$ cat src/lhrs_pkg.sv
// Shared definitions for the LED heartbeat ramp sequencer.
// Holds the field widths, the register indexes, the divider sizes and the microcode ROM.
// Used by lhrs_div and led_heartbeat_ramp_sequencer_core; depends on nothing.
package lhrs_pkg;

	localparam int LEVEL_W = 8;
	localparam int PERIOD_W = 8;
	localparam int TICKS_W = 16;
	localparam int HOLD_W = 9;

	// Half the milliseconds in one second. A whole beat is always an even tick count.
	localparam int HALF_MS_PER_SECOND = 500;

	// The dividend is half the beat length in ticks, at most 500 * 255.
	localparam int DIV_W = 17;
	localparam int DIV_CNT_W = $clog2(DIV_W + 1);

	localparam int CFG_INDEX_W = 2;
	localparam logic [CFG_INDEX_W-1:0] REG_PEAK_LEVEL = 2'd0;
	localparam logic [CFG_INDEX_W-1:0] REG_MIN_LEVEL = 2'd1;
	localparam logic [CFG_INDEX_W-1:0] REG_PERIOD_SECONDS = 2'd2;

	localparam int UPC_W = 4;
	localparam logic [UPC_W-1:0] UA_FETCH = 4'd0;
	localparam logic [UPC_W-1:0] UA_TEST_HELD = 4'd1;
	localparam logic [UPC_W-1:0] UA_TEST_FLAT = 4'd2;
	localparam logic [UPC_W-1:0] UA_TEST_START = 4'd3;
	localparam logic [UPC_W-1:0] UA_DIV_START = 4'd4;
	localparam logic [UPC_W-1:0] UA_DIV_WAIT = 4'd5;
	localparam logic [UPC_W-1:0] UA_BEAT_SET = 4'd6;
	localparam logic [UPC_W-1:0] UA_TICK = 4'd7;
	localparam logic [UPC_W-1:0] UA_HELD = 4'd8;
	localparam logic [UPC_W-1:0] UA_FLAT = 4'd9;
	localparam logic [UPC_W-1:0] UA_EMIT = 4'd10;
	localparam logic [UPC_W-1:0] UA_RETURN = 4'd11;

	typedef enum logic [2:0] {
		OP_NOP,
		OP_FETCH,
		OP_DIV_START,
		OP_BEAT_SET,
		OP_TICK,
		OP_HELD,
		OP_FLAT,
		OP_EMIT
	} op_t;

	typedef enum logic [2:0] {
		COND_NEVER,
		COND_ALWAYS,
		COND_NO_INPUT,
		COND_HELD,
		COND_FLAT,
		COND_NOT_START,
		COND_DIV_BUSY,
		COND_OUT_BUSY
	} cond_t;

	typedef struct packed {
		op_t op;
		cond_t cond;
		logic [UPC_W-1:0] target;
	} ucode_t;

	// When the condition is true the sequencer jumps to the target, otherwise it steps on.
	function automatic ucode_t ucode_rom(input logic [UPC_W-1:0] pc);
		ucode_t w;
		case (pc)
			UA_FETCH: w = '{OP_FETCH, COND_NO_INPUT, UA_FETCH};
			UA_TEST_HELD: w = '{OP_NOP, COND_HELD, UA_HELD};
			UA_TEST_FLAT: w = '{OP_NOP, COND_FLAT, UA_FLAT};
			UA_TEST_START: w = '{OP_NOP, COND_NOT_START, UA_TICK};
			UA_DIV_START: w = '{OP_DIV_START, COND_NEVER, UA_FETCH};
			UA_DIV_WAIT: w = '{OP_NOP, COND_DIV_BUSY, UA_DIV_WAIT};
			UA_BEAT_SET: w = '{OP_BEAT_SET, COND_NEVER, UA_FETCH};
			UA_TICK: w = '{OP_TICK, COND_ALWAYS, UA_EMIT};
			UA_HELD: w = '{OP_HELD, COND_ALWAYS, UA_EMIT};
			UA_FLAT: w = '{OP_FLAT, COND_NEVER, UA_FETCH};
			UA_EMIT: w = '{OP_EMIT, COND_OUT_BUSY, UA_EMIT};
			UA_RETURN: w = '{OP_NOP, COND_ALWAYS, UA_FETCH};
			default: w = '{OP_NOP, COND_ALWAYS, UA_FETCH};
		endcase
		return w;
	endfunction

endpackage

$ cat src/lhrs_div.sv
// Restoring divider, one quotient bit per clock, for the beat-start step time.
// Divides a DIV_W-bit dividend by a level-wide divisor; busy falls when results are ready.
// Depends on lhrs_pkg.
module lhrs_div (
	input logic clk,
	input logic arst_n,
	input logic start,
	input logic [lhrs_pkg::DIV_W-1:0] dividend,
	input logic [lhrs_pkg::LEVEL_W-1:0] divisor,
	output logic busy,
	output logic [lhrs_pkg::DIV_W-1:0] quotient,
	output logic [lhrs_pkg::LEVEL_W-1:0] remainder
);

	logic [lhrs_pkg::DIV_CNT_W-1:0] cnt_q;
	logic [lhrs_pkg::LEVEL_W-1:0] rem_q;
	logic [lhrs_pkg::DIV_W-1:0] quo_q;
	logic [lhrs_pkg::LEVEL_W:0] trial;
	logic [lhrs_pkg::LEVEL_W:0] divisor_ext;
	logic fits;

	assign trial = {rem_q, quo_q[lhrs_pkg::DIV_W-1]};
	assign divisor_ext = {1'b0, divisor};
	assign fits = (trial >= divisor_ext);

	always_ff @(posedge clk or negedge arst_n) begin
		if (!arst_n) begin
			cnt_q <= '0;
		end else if (start) begin
			cnt_q <= lhrs_pkg::DIV_CNT_W'(lhrs_pkg::DIV_W);
		end else if (cnt_q != '0) begin
			cnt_q <= cnt_q - 1'b1;
		end
	end

	always_ff @(posedge clk) begin
		if (start) begin
			rem_q <= '0;
			quo_q <= dividend;
		end else if (cnt_q != '0) begin
			if (fits) begin
				rem_q <= lhrs_pkg::LEVEL_W'(trial - divisor_ext);
			end else begin
				rem_q <= trial[lhrs_pkg::LEVEL_W-1:0];
			end
			quo_q <= {quo_q[lhrs_pkg::DIV_W-2:0], fits};
		end
	end

	assign busy = (cnt_q != '0);
	assign quotient = quo_q;
	assign remainder = rem_q;

endmodule

$ cat src/led_heartbeat_ramp_sequencer_core.sv
// Top level of the LED heartbeat ramp sequencer: one brightness result per millisecond tick.
// A microcode ROM steps a small datapath; the step time is found by the serial divider.
// Depends on lhrs_pkg and lhrs_div.

// Each input transfer is one millisecond tick and yields exactly one result transfer with the
// level to drive and a flag on the last tick of a finished beat. Items are handled one at a
// time by a microcoded sequencer: an ordinary tick runs the fetch, test, tick, emit and return
// steps, and the first tick of a beat also starts the divider and waits for it, because the step
// time (500 * period) / (peak - min) comes from a restoring divider that yields one quotient bit
// per cycle. A finished result waits in the output register while the next tick is already taken
// in; the sequencer only pauses at its emit step if that register is still full and stalled.
// Configuration writes take effect at once and should be made while no tick is in work.
module led_heartbeat_ramp_sequencer_core (
	input logic clk,
	input logic arst_n,
	input logic cfg_wr_en,
	input logic [lhrs_pkg::CFG_INDEX_W-1:0] cfg_index,
	input logic [lhrs_pkg::LEVEL_W-1:0] cfg_data,
	input logic in_valid,
	output logic in_stall,
	input logic button_held,
	output logic out_valid,
	input logic out_stall,
	output logic [lhrs_pkg::LEVEL_W-1:0] light_level,
	output logic beat_end
);

	typedef enum logic [1:0] {
		PH_START,
		PH_RISE,
		PH_HOLD,
		PH_FALL
	} phase_t;

	lhrs_pkg::ucode_t uw;
	logic [lhrs_pkg::UPC_W-1:0] pc_q;
	logic jump;

	logic [lhrs_pkg::LEVEL_W-1:0] peak_q;
	logic [lhrs_pkg::LEVEL_W-1:0] min_q;
	logic [lhrs_pkg::PERIOD_W-1:0] period_q;

	logic held_q;
	phase_t phase_q;
	logic [lhrs_pkg::LEVEL_W-1:0] level_q;
	logic [lhrs_pkg::TICKS_W-1:0] count_q;
	logic [lhrs_pkg::TICKS_W-1:0] step_ticks_q;
	logic [lhrs_pkg::HOLD_W-1:0] hold_ticks_q;

	logic [lhrs_pkg::LEVEL_W-1:0] res_level_q;
	logic res_end_q;
	logic out_valid_q;
	logic [lhrs_pkg::LEVEL_W-1:0] light_level_q;
	logic beat_end_q;

	logic div_start;
	logic div_busy;
	logic [lhrs_pkg::DIV_W-1:0] div_dividend;
	logic [lhrs_pkg::LEVEL_W-1:0] div_divisor;
	logic [lhrs_pkg::DIV_W-1:0] div_quotient;
	logic [lhrs_pkg::LEVEL_W-1:0] div_remainder;

	logic [lhrs_pkg::LEVEL_W:0] peak_ext;
	logic [lhrs_pkg::LEVEL_W:0] level_ext;
	logic [lhrs_pkg::LEVEL_W:0] level_inc;
	logic [lhrs_pkg::LEVEL_W:0] min_inc;
	logic flat;
	logic [lhrs_pkg::TICKS_W-1:0] count_dec;
	logic [lhrs_pkg::TICKS_W-1:0] step_eff;
	logic out_load;

	assign uw = lhrs_pkg::ucode_rom(pc_q);

	assign peak_ext = {1'b0, peak_q};
	assign level_ext = {1'b0, level_q};
	assign level_inc = level_ext + 1'b1;
	assign min_inc = {1'b0, min_q} + 1'b1;
	assign flat = (peak_ext <= min_inc);
	assign count_dec = (count_q != '0) ? count_q - 1'b1 : '0;
	assign step_eff = (div_quotient[lhrs_pkg::TICKS_W-1:0] == '0) ?
		lhrs_pkg::TICKS_W'(1) : div_quotient[lhrs_pkg::TICKS_W-1:0];

	assign div_start = (uw.op == lhrs_pkg::OP_DIV_START);
	assign div_dividend = lhrs_pkg::DIV_W'(lhrs_pkg::HALF_MS_PER_SECOND) *
		lhrs_pkg::DIV_W'(period_q);
	assign div_divisor = peak_q - min_q;

	assign out_load = (uw.op == lhrs_pkg::OP_EMIT) && (!out_valid_q || !out_stall);

	always_comb begin
		case (uw.cond)
			lhrs_pkg::COND_NEVER: jump = 1'b0;
			lhrs_pkg::COND_ALWAYS: jump = 1'b1;
			lhrs_pkg::COND_NO_INPUT: jump = !in_valid;
			lhrs_pkg::COND_HELD: jump = held_q;
			lhrs_pkg::COND_FLAT: jump = flat;
			lhrs_pkg::COND_NOT_START: jump = (phase_q != PH_START);
			lhrs_pkg::COND_DIV_BUSY: jump = div_busy;
			lhrs_pkg::COND_OUT_BUSY: jump = out_valid_q && out_stall;
			default: jump = 1'b0;
		endcase
	end

	lhrs_div u_div (
		.clk(clk),
		.arst_n(arst_n),
		.start(div_start),
		.dividend(div_dividend),
		.divisor(div_divisor),
		.busy(div_busy),
		.quotient(div_quotient),
		.remainder(div_remainder)
	);

	always_ff @(posedge clk or negedge arst_n) begin
		if (!arst_n) begin
			pc_q <= lhrs_pkg::UA_FETCH;
			peak_q <= 8'd50;
			min_q <= 8'd0;
			period_q <= 8'd2;
			held_q <= 1'b0;
			phase_q <= PH_START;
			level_q <= '0;
			count_q <= '0;
			step_ticks_q <= '0;
			hold_ticks_q <= '0;
			out_valid_q <= 1'b0;
		end else begin
			pc_q <= jump ? uw.target : pc_q + 1'b1;

			if (cfg_wr_en) begin
				case (cfg_index)
					lhrs_pkg::REG_PEAK_LEVEL: peak_q <= cfg_data;
					lhrs_pkg::REG_MIN_LEVEL: min_q <= cfg_data;
					lhrs_pkg::REG_PERIOD_SECONDS: period_q <= cfg_data;
					default: ;
				endcase
			end

			if (out_load) begin
				out_valid_q <= 1'b1;
			end else if (!out_stall) begin
				out_valid_q <= 1'b0;
			end

			case (uw.op)
				lhrs_pkg::OP_FETCH: begin
					held_q <= button_held;
				end
				lhrs_pkg::OP_BEAT_SET: begin
					step_ticks_q <= step_eff;
					hold_ticks_q <= {div_remainder, 1'b0};
					level_q <= min_q;
					count_q <= step_eff;
					phase_q <= PH_RISE;
				end
				lhrs_pkg::OP_TICK: begin
					count_q <= count_dec;
					if (count_dec == '0) begin
						case (phase_q)
							PH_RISE: begin
								if (level_inc >= peak_ext) begin
									level_q <= peak_q;
									if (hold_ticks_q != '0) begin
										phase_q <= PH_HOLD;
										count_q <= lhrs_pkg::TICKS_W'(hold_ticks_q);
									end else begin
										phase_q <= PH_FALL;
										count_q <= step_ticks_q;
									end
								end else begin
									level_q <= level_inc[lhrs_pkg::LEVEL_W-1:0];
									count_q <= step_ticks_q;
								end
							end
							PH_HOLD: begin
								level_q <= peak_q;
								phase_q <= PH_FALL;
								count_q <= step_ticks_q;
							end
							default: begin
								if (level_ext <= min_inc) begin
									level_q <= min_q;
									phase_q <= PH_START;
								end else begin
									level_q <= level_q - 1'b1;
									count_q <= step_ticks_q;
								end
							end
						endcase
					end
				end
				lhrs_pkg::OP_HELD: begin
					phase_q <= PH_START;
					level_q <= min_q;
				end
				lhrs_pkg::OP_FLAT: begin
					phase_q <= PH_START;
				end
				default: ;
			endcase
		end
	end

	always_ff @(posedge clk) begin
		case (uw.op)
			lhrs_pkg::OP_TICK: begin
				res_level_q <= level_q;
				res_end_q <= (count_dec == '0) && (phase_q != PH_RISE) &&
					(phase_q != PH_HOLD) && (level_ext <= min_inc);
			end
			lhrs_pkg::OP_HELD: begin
				res_level_q <= min_q;
				res_end_q <= 1'b0;
			end
			lhrs_pkg::OP_FLAT: begin
				res_level_q <= peak_q;
				res_end_q <= 1'b0;
			end
			default: ;
		endcase
		if (out_load) begin
			light_level_q <= res_level_q;
			beat_end_q <= res_end_q;
		end
	end

	assign in_stall = (uw.op != lhrs_pkg::OP_FETCH);
	assign out_valid = out_valid_q;
	assign light_level = light_level_q;
	assign beat_end = beat_end_q;

`ifndef SYNTHESIS
	a_div_runs: assert property (@(posedge clk) disable iff (!arst_n)
		div_start |=> div_busy)
		else $error("divider did not start");

	a_result_from_emit: assert property (@(posedge clk) disable iff (!arst_n)
		$rose(out_valid_q) |-> $past(uw.op == lhrs_pkg::OP_EMIT))
		else $error("result appeared outside the emit step");

	a_step_nonzero: assert property (@(posedge clk) disable iff (!arst_n)
		(phase_q != PH_START) |-> (step_ticks_q != '0))
		else $error("zero step time inside a beat");

	a_hold_even: assert property (@(posedge clk) disable iff (!arst_n)
		hold_ticks_q[0] == 1'b0)
		else $error("odd peak hold time");
`endif

endmodule
$ cat config.mk
export PLATFORM = sky130hd
export DESIGN_NAME = led_heartbeat_ramp_sequencer_core
export DESIGN_NICKNAME = d
export VERILOG_FILES = /design/src/lhrs_pkg.sv /design/src/lhrs_div.sv /design/src/led_heartbeat_ramp_sequencer_core.sv
export SDC_FILE = /design/constraint.sdc
export NUM_CORES = 1
export LEC_CHECK = 0
export BUFFER_PORTS_ARGS = -buffer_cell sky130_fd_sc_hd__buf_2
export CAP_MARGIN = 20
export CORE_MARGIN = 1
export CORE_UTILIZATION = 51
export DETAILED_ROUTE_END_ITERATION = 7
export PLACE_DENSITY = 0.76
export RECOVER_POWER = 100
export SLEW_MARGIN = 20
export SYNTH_ARGS = -nofsm -noshare
export SYNTH_HDL_FRONTEND = slang
export SYNTH_HIERARCHICAL = 1
export SYNTH_SLANG_ARGS = --single-unit
$ cat constraint.sdc
create_clock -name clk -period 4.7 [get_ports clk]
set_clock_uncertainty 0.05 [all_clocks]
set_input_delay 0.705 -clock clk [delete_from_list [all_inputs] [get_ports clk]]
set_output_delay 0.705 -clock clk [all_outputs]
set_load 0.05 [all_outputs]
**Word level (Yosys, flattened, before mapping)**

Memory sizes are Yosys's and may differ from the RTL's.
Index checks and enable logic that the tools add are counted.

- Register bits: 128
- Bits in read-only memories: 160
- Bits of input ports: 16
- Output and inout bits: 11
- Word-level logic and storage cells: 118
- Memories: 1

- $add $sub $neg: 8
- $mul: 1
- Order comparisons: 4
- Equality and inequality tests: 25
- Muxes and demuxes: 30
- Reductions and logical operators: 30

Memory list:

| name | words | bits a word | rd ports | clocked after memory_dff | wr ports | line | text |
|---|---|---|---|---|---|---|---|
| (name not given) | 16 | 10 | 1 | 0 | 0 | lhrs_pkg.sv:68 | `case (pc)` |

Operator list:

| kind | count |
|---|---|
| 2-to-1 mux 16 bit | 6 |
| case mux 16 bit (2 select lines) | 2 |
| 2-to-1 mux 17 bit | 2 |
| zero test 16 bit | 2 |
| 2-to-1 mux 8 bit | 4 |
| case mux 8 bit (2 select lines) | 2 |
| == test 3 bit, second input constant | 8 |
| case mux 8 bit (3 select lines) | 1 |
| adder 8 x 1 -> 9 bit, second input constant | 2 |
| greater-or-equal comparator 9 x 8 -> 1 bit | 2 |
| less-or-equal comparator 8 x 9 -> 1 bit | 2 |
| nonzero test 16 bit | 1 |
| subtractor 16 x 1 -> 16 bit, second input constant | 1 |
| subtractor 8 bit | 2 |
| multiplier 7 x 8 -> 15 bit, first input constant | 1 |
| == test 3 x 2 -> 1 bit, second input constant | 4 |
| 2-to-1 mux 5 bit | 2 |
| nonzero test 2 bit | 5 |
| nonzero test 9 bit | 1 |
| case mux 1 bit (8 select lines) | 1 |
| AND reduction 2 bit | 4 |
| subtractor 8 x 1 -> 8 bit, second input constant | 1 |
| == test 3 x 1 -> 1 bit, second input constant | 2 |
| 2-to-1 mux 2 bit | 3 |
| other kinds (23) | 37 |

**Logic depth before layout (Yosys ltp)**

- Word-level depth: 7
- Depth in mapped cells: 18
- Depth with buffers taken out: 17

**Cells and area by module**

Netlist, hierarchy kept.

Modules (own cells, without submodules):

| module | instances | cells an instance | area each (um^2) | sequential area each (um^2) |
|---|---|---|---|---|
| led_heartbeat_ramp_sequencer_core | 1 | 917 | 8,129.0 | 2,547.4 |
| lhrs_div | 1 | 163 | 1,767.9 | 795.8 |

**Worst setup path after synthesis**

No wires, ideal clock.

- Path kind: register -> register
- Start: register period_q[1] (netlist bit)
- End: register u_div.quo_q, in the netlist u_div/quotient[15] (data pin)
- Arrival: 4,115 ps
- Setup slack: 275 ps
- Stages on the path, launching flop included: 17
- Buffers on the path: 0
- Period minus slack after synthesis: 4,425 ps
- Path through: dfstp_2 fa_1 xor2_1 ha_1 inv_1 fa_1 fa_1 inv_1 ha_1 a21oi_1 o21bai_1 a21oi_1 o21ai_0 a21o_1 a21oi_1 xnor2_1 mux2_2

- Cells in the longest elaborated chain, start to end: 2

RTL lines:

| item | line | text |
|---|---|---|
| start, declared | led_heartbeat_ramp_sequencer_core.sv:41 | `logic [lhrs_pkg::PERIOD_W-1:0] period_q;` |
| start signal, assigned | led_heartbeat_ramp_sequencer_core.sv:135 | `lhrs_pkg::REG_PERIOD_SECONDS: period_q <= cfg_data;` |
| multiplier 7 x 8 -> 15 bit | led_heartbeat_ramp_sequencer_core.sv:84 | `assign div_dividend = lhrs_pkg::DIV_W'(lhrs_pkg::HALF_MS_PER_SECOND) *` |
| via div_dividend (one bit) | led_heartbeat_ramp_sequencer_core.sv:58 | `logic [lhrs_pkg::DIV_W-1:0] div_dividend;` |
| 2-to-1 mux 17 bit | lhrs_div.sv:37 | `if (start) begin` |
| end signal, assigned | lhrs_div.sv:39 | `quo_q <= dividend;` |
| end signal, assigned | lhrs_div.sv:46 | `quo_q <= {quo_q[lhrs_pkg::DIV_W-2:0], fits};` |
| end, declared | lhrs_div.sv:17 | `logic [lhrs_pkg::DIV_W-1:0] quo_q;` |

The timed path passes the listed nets, and every way through them passes these cells.
A chain may end at the register's enable or synchronous reset.

**Final worst setup path**

Ends and elaborated chain as after synthesis.

==> out/results.txt <==
CTS tree - yes
WHS - 0.3676 ns
fin. max-slew vios - 42
Post-synth EDFFs - 35
worst skew pair latency - 0.42 ns
Vert. Die Dim - 141.3 um
global-route wire length before repair - 38550 um
worst path cell trace - buf_4, fa_1, inv_1, fa_1, fa_1, fa_1, inv_1, ha_1, inv_1, o21bai_1, a21oi_2, o21ai_1, a21o_1, a21oi_2, xnor2_1, mux2_2
Unique masters post-synth - 82
Final setup viols - 0
I/O Buffers - 26
register area - 0.003343 mm2
core area - 0.01889 mm2
most used cell, CP - fa_1
remaining antenna violation count - 0
H-tree Lvls - 4
Hold Startpoint - res_level_q[6]
DRC viols - 0
Crit path largest cell delay - 0.60 ns
area occupied by multi-input gates - 0.005989 mm2
die width - 141.3 um
initial core utilization - 52.38%
part of the cycle the worst path needs - 96.74%
CTS clock-pin slew for the worst setup and hold paths - 0.06 ns
IO Count - 27
R2R cell count - 16
Final min period - 4.547 ns
CP Launch Type - register
Crit. End Element - register
final net count - 1227
Vias/cell - 5.872
Clock Path Buffers - 2
Primary FF master, synth - dfrtp_1
Final HPWL DP - 17330 um
CP max FO - 7
post-synthesis cell count - 1080
vias in the first global route - 7714
RR Startpoint - period_q[1]
status - complete, but fails checks
Ant. Diodes - 0
Yosys warnings - 6
Max-slew headroom - -55.07%
CP arrival - 4.66 ns
row count - 50
final WL - 23190 um
Tightest Hold Check Type - reg2reg
CP max-delay cell - dfstp_2
post-synthesis cell area - 0.009897 mm2
Seq/Total Area, Yosys - 33.78%
asr flop ratio synth - 66.41%
die area - 0.01997 mm2
Fillers - 1680
initial antenna violation count - 0
max cap viols - 2
drt wl/cell - 16.90 um
Synth-to-Final Area Change - 9.355%
worst r2r dst - u_div/quotient[15]
Mean Syn Cell Area - 9.164 um2
WP data required - 4.82 ns
Vias - 8057
worst hold endpoint - light_level[6]
largest net degree at the start of global routing - 47
remaining global-route overflow - 0
FF+latch count, synth - 128
RePlAce Congestion - 0.9958
DR pass1 iterations - 6
Final Hold Viols - 0
Iter 0 DRT Violations - 685
Max Fclk - 219.9 MHz
hold depth - 0
clock sinks - 128
fraction of layout cells with a size suffix above 1 - 10.52%
root buffer cell - clkbuf_16
global-route usage over all layers - 24.45%
Num CTS Buffers - 17
Slew @ Worst Pin - 2.326 ns
FF-to-FF setup slack - 0.15 ns
crit path kind - reg2reg
failing checks - max-capacitance violations, max-slew violations
## routing by layer
layer / track usage [%] / share of wire [%]
met1: 34.91 / 47
met2: 38.77 / 45
met3: 3.915 / 6.8
met4: 6.178 / 1.3
met5: 0 / 0
## worst max-delay path by stage
stage | start | end | slack (ns) | cells past startpoint
after detailed placement | period_q[1] | u_div/quotient[15] | 0.05 | 16
after floorplan | period_q[1] | u_div/quotient[15] | 0.27 | 16
after global placement | period_q[1] | u_div/quotient[15] | 0.16 | 16
after CTS | period_q[1] | u_div/quotient[15] | 0.02 | 16
final | period_q[1] | u_div/quotient[15] | 0.15 | 16
after global routing | period_q[1] | u_div/quotient[15] | -0.01 | 16
## Yosys cell counts, types with 7 or more instances
cell type,n,area share [%]
dfxtp_1,8,1.6
a21o_1,16,1.2
mux2i_1,13,1.3
or3_1,7,0.44
a31oi_1,13,0.82
clkbuf_1,34,1.3
a22oi_1,10,0.76
nor3_1,31,1.6
xnor2_1,30,2.7
fa_1,23,4.7
ha_1,89,11
nand3b_1,7,0.53
nor4_1,11,0.70
o21bai_1,8,0.61
nand2b_1,16,1.0
nand3_1,21,1.1
dfrtp_1,81,20
edfxtp_1,35,11
a221o_1,7,0.71
nand2_1,149,5.7
and3_1,11,0.70
nand4_1,9,0.57
inv_1,88,3.3
a41oi_1,8,0.71
mux2_2,37,4.2
nor2_1,57,2.2
o21ai_0,54,2.7
xor2_1,16,1.4
a211oi_1,8,0.61
o211ai_1,9,0.68
a21oi_1,58,2.9
## flip-flops by register name, indices dropped and copies added (netlist names)
| signal | count |
|---|---|
| u_div/quotient | 17 |
| count_q | 16 |
| step_ticks_q | 16 |
| hold_ticks_q | 8 |
| level_q | 8 |
| light_level | 8 |
| min_q | 8 |
| peak_q | 8 |
| period_q | 8 |
| res_level_q | 8 |
| u_div/remainder | 8 |
| u_div/cnt_q | 5 |
| pc_q | 4 |
| phase_q | 2 |
| beat_end | 1 |
| held_q | 1 |
| out_valid | 1 |
| res_end_q | 1 |
## timing repair
item,4_1_cts,5_1_grt
hold buffers,0,0
setup buffers,0,5
gates resized for setup,0,4
endpoints found under the setup margin,0,1
## per-stage QoR
| stage | utilization (%) | std cells | cell area, um2 | TNS, ns | setup slack (ns) |
|---|---|---|---|---|---|
| finish | 57.28 | 1372 | 10820 | 0 | 0.1534 |
| CTS | 57.42 | 1367 | 10850 | 0 | 0.01861 |
| floorplan | - | 1081 | 9901 | 0 | 0.2748 |
| global route | 57.28 | 1372 | 10820 | -0.01189 | -0.01189 |
| detailed placement | 54.25 | 1335 | 10250 | 0 | 0.04937 |
| global placement | 54.25 | 1335 | 10250 | 0 | 0.1626 |
## critical path: cells and delay by family (launching register included)
kind | cells | cell delay [ns]
fa+ha+maj | 5 | 2.17
compound gates | 5 | 0.74
flops | 1 | 0.60
buf+inv | 4 | 0.36
mux | 1 | 0.26
xor+xnor | 1 | 0.13
## final cells by class
cell class / instances / share of cell area [%]
inverter: 89 / 3.087
clock inverter: 15 / 1.595
clock buffer: 17 / 3.931
timing repair buffer: 44 / 2.150
sequential: 128 / 30.89
tap: 260 / 3.006
multi-input combinational: 819 / 55.34
## cells by family after synthesis
family	Yosys count	synth area share [%]
compound gates	253	17.45
xor+xnor	47	4.298
fa+ha+maj	113	16.01
buf+inv	134	5.512
flops	128	33.78
mux	50	5.525
other cells	1	0.03789
simple gates	354	17.40
## layout by cell type (no fill, tap or decap), types with 16 or more instances in the layout
master     Yosys  routed
nor2_1        57      57
xor2_1        16      16
edfxtp_1      35      35
fa_1          23      23
clkbuf_1      34      16
ha_1          89      89
clkbuf_16      0      17
dfrtp_1       81      81
inv_1         88      88
a21o_1        16      16
xnor2_1       30      30
mux2_2        37      37
o21ai_0       54      53
nand2b_1      16      16
nand3_1       21      21
a21oi_1       58      55
nand2_1      149     149
nor3_1        31      31
Power is left out: the tool's default activity adds up to more than one toggle a clock period on the data nets, which glitch-free logic cannot reach.
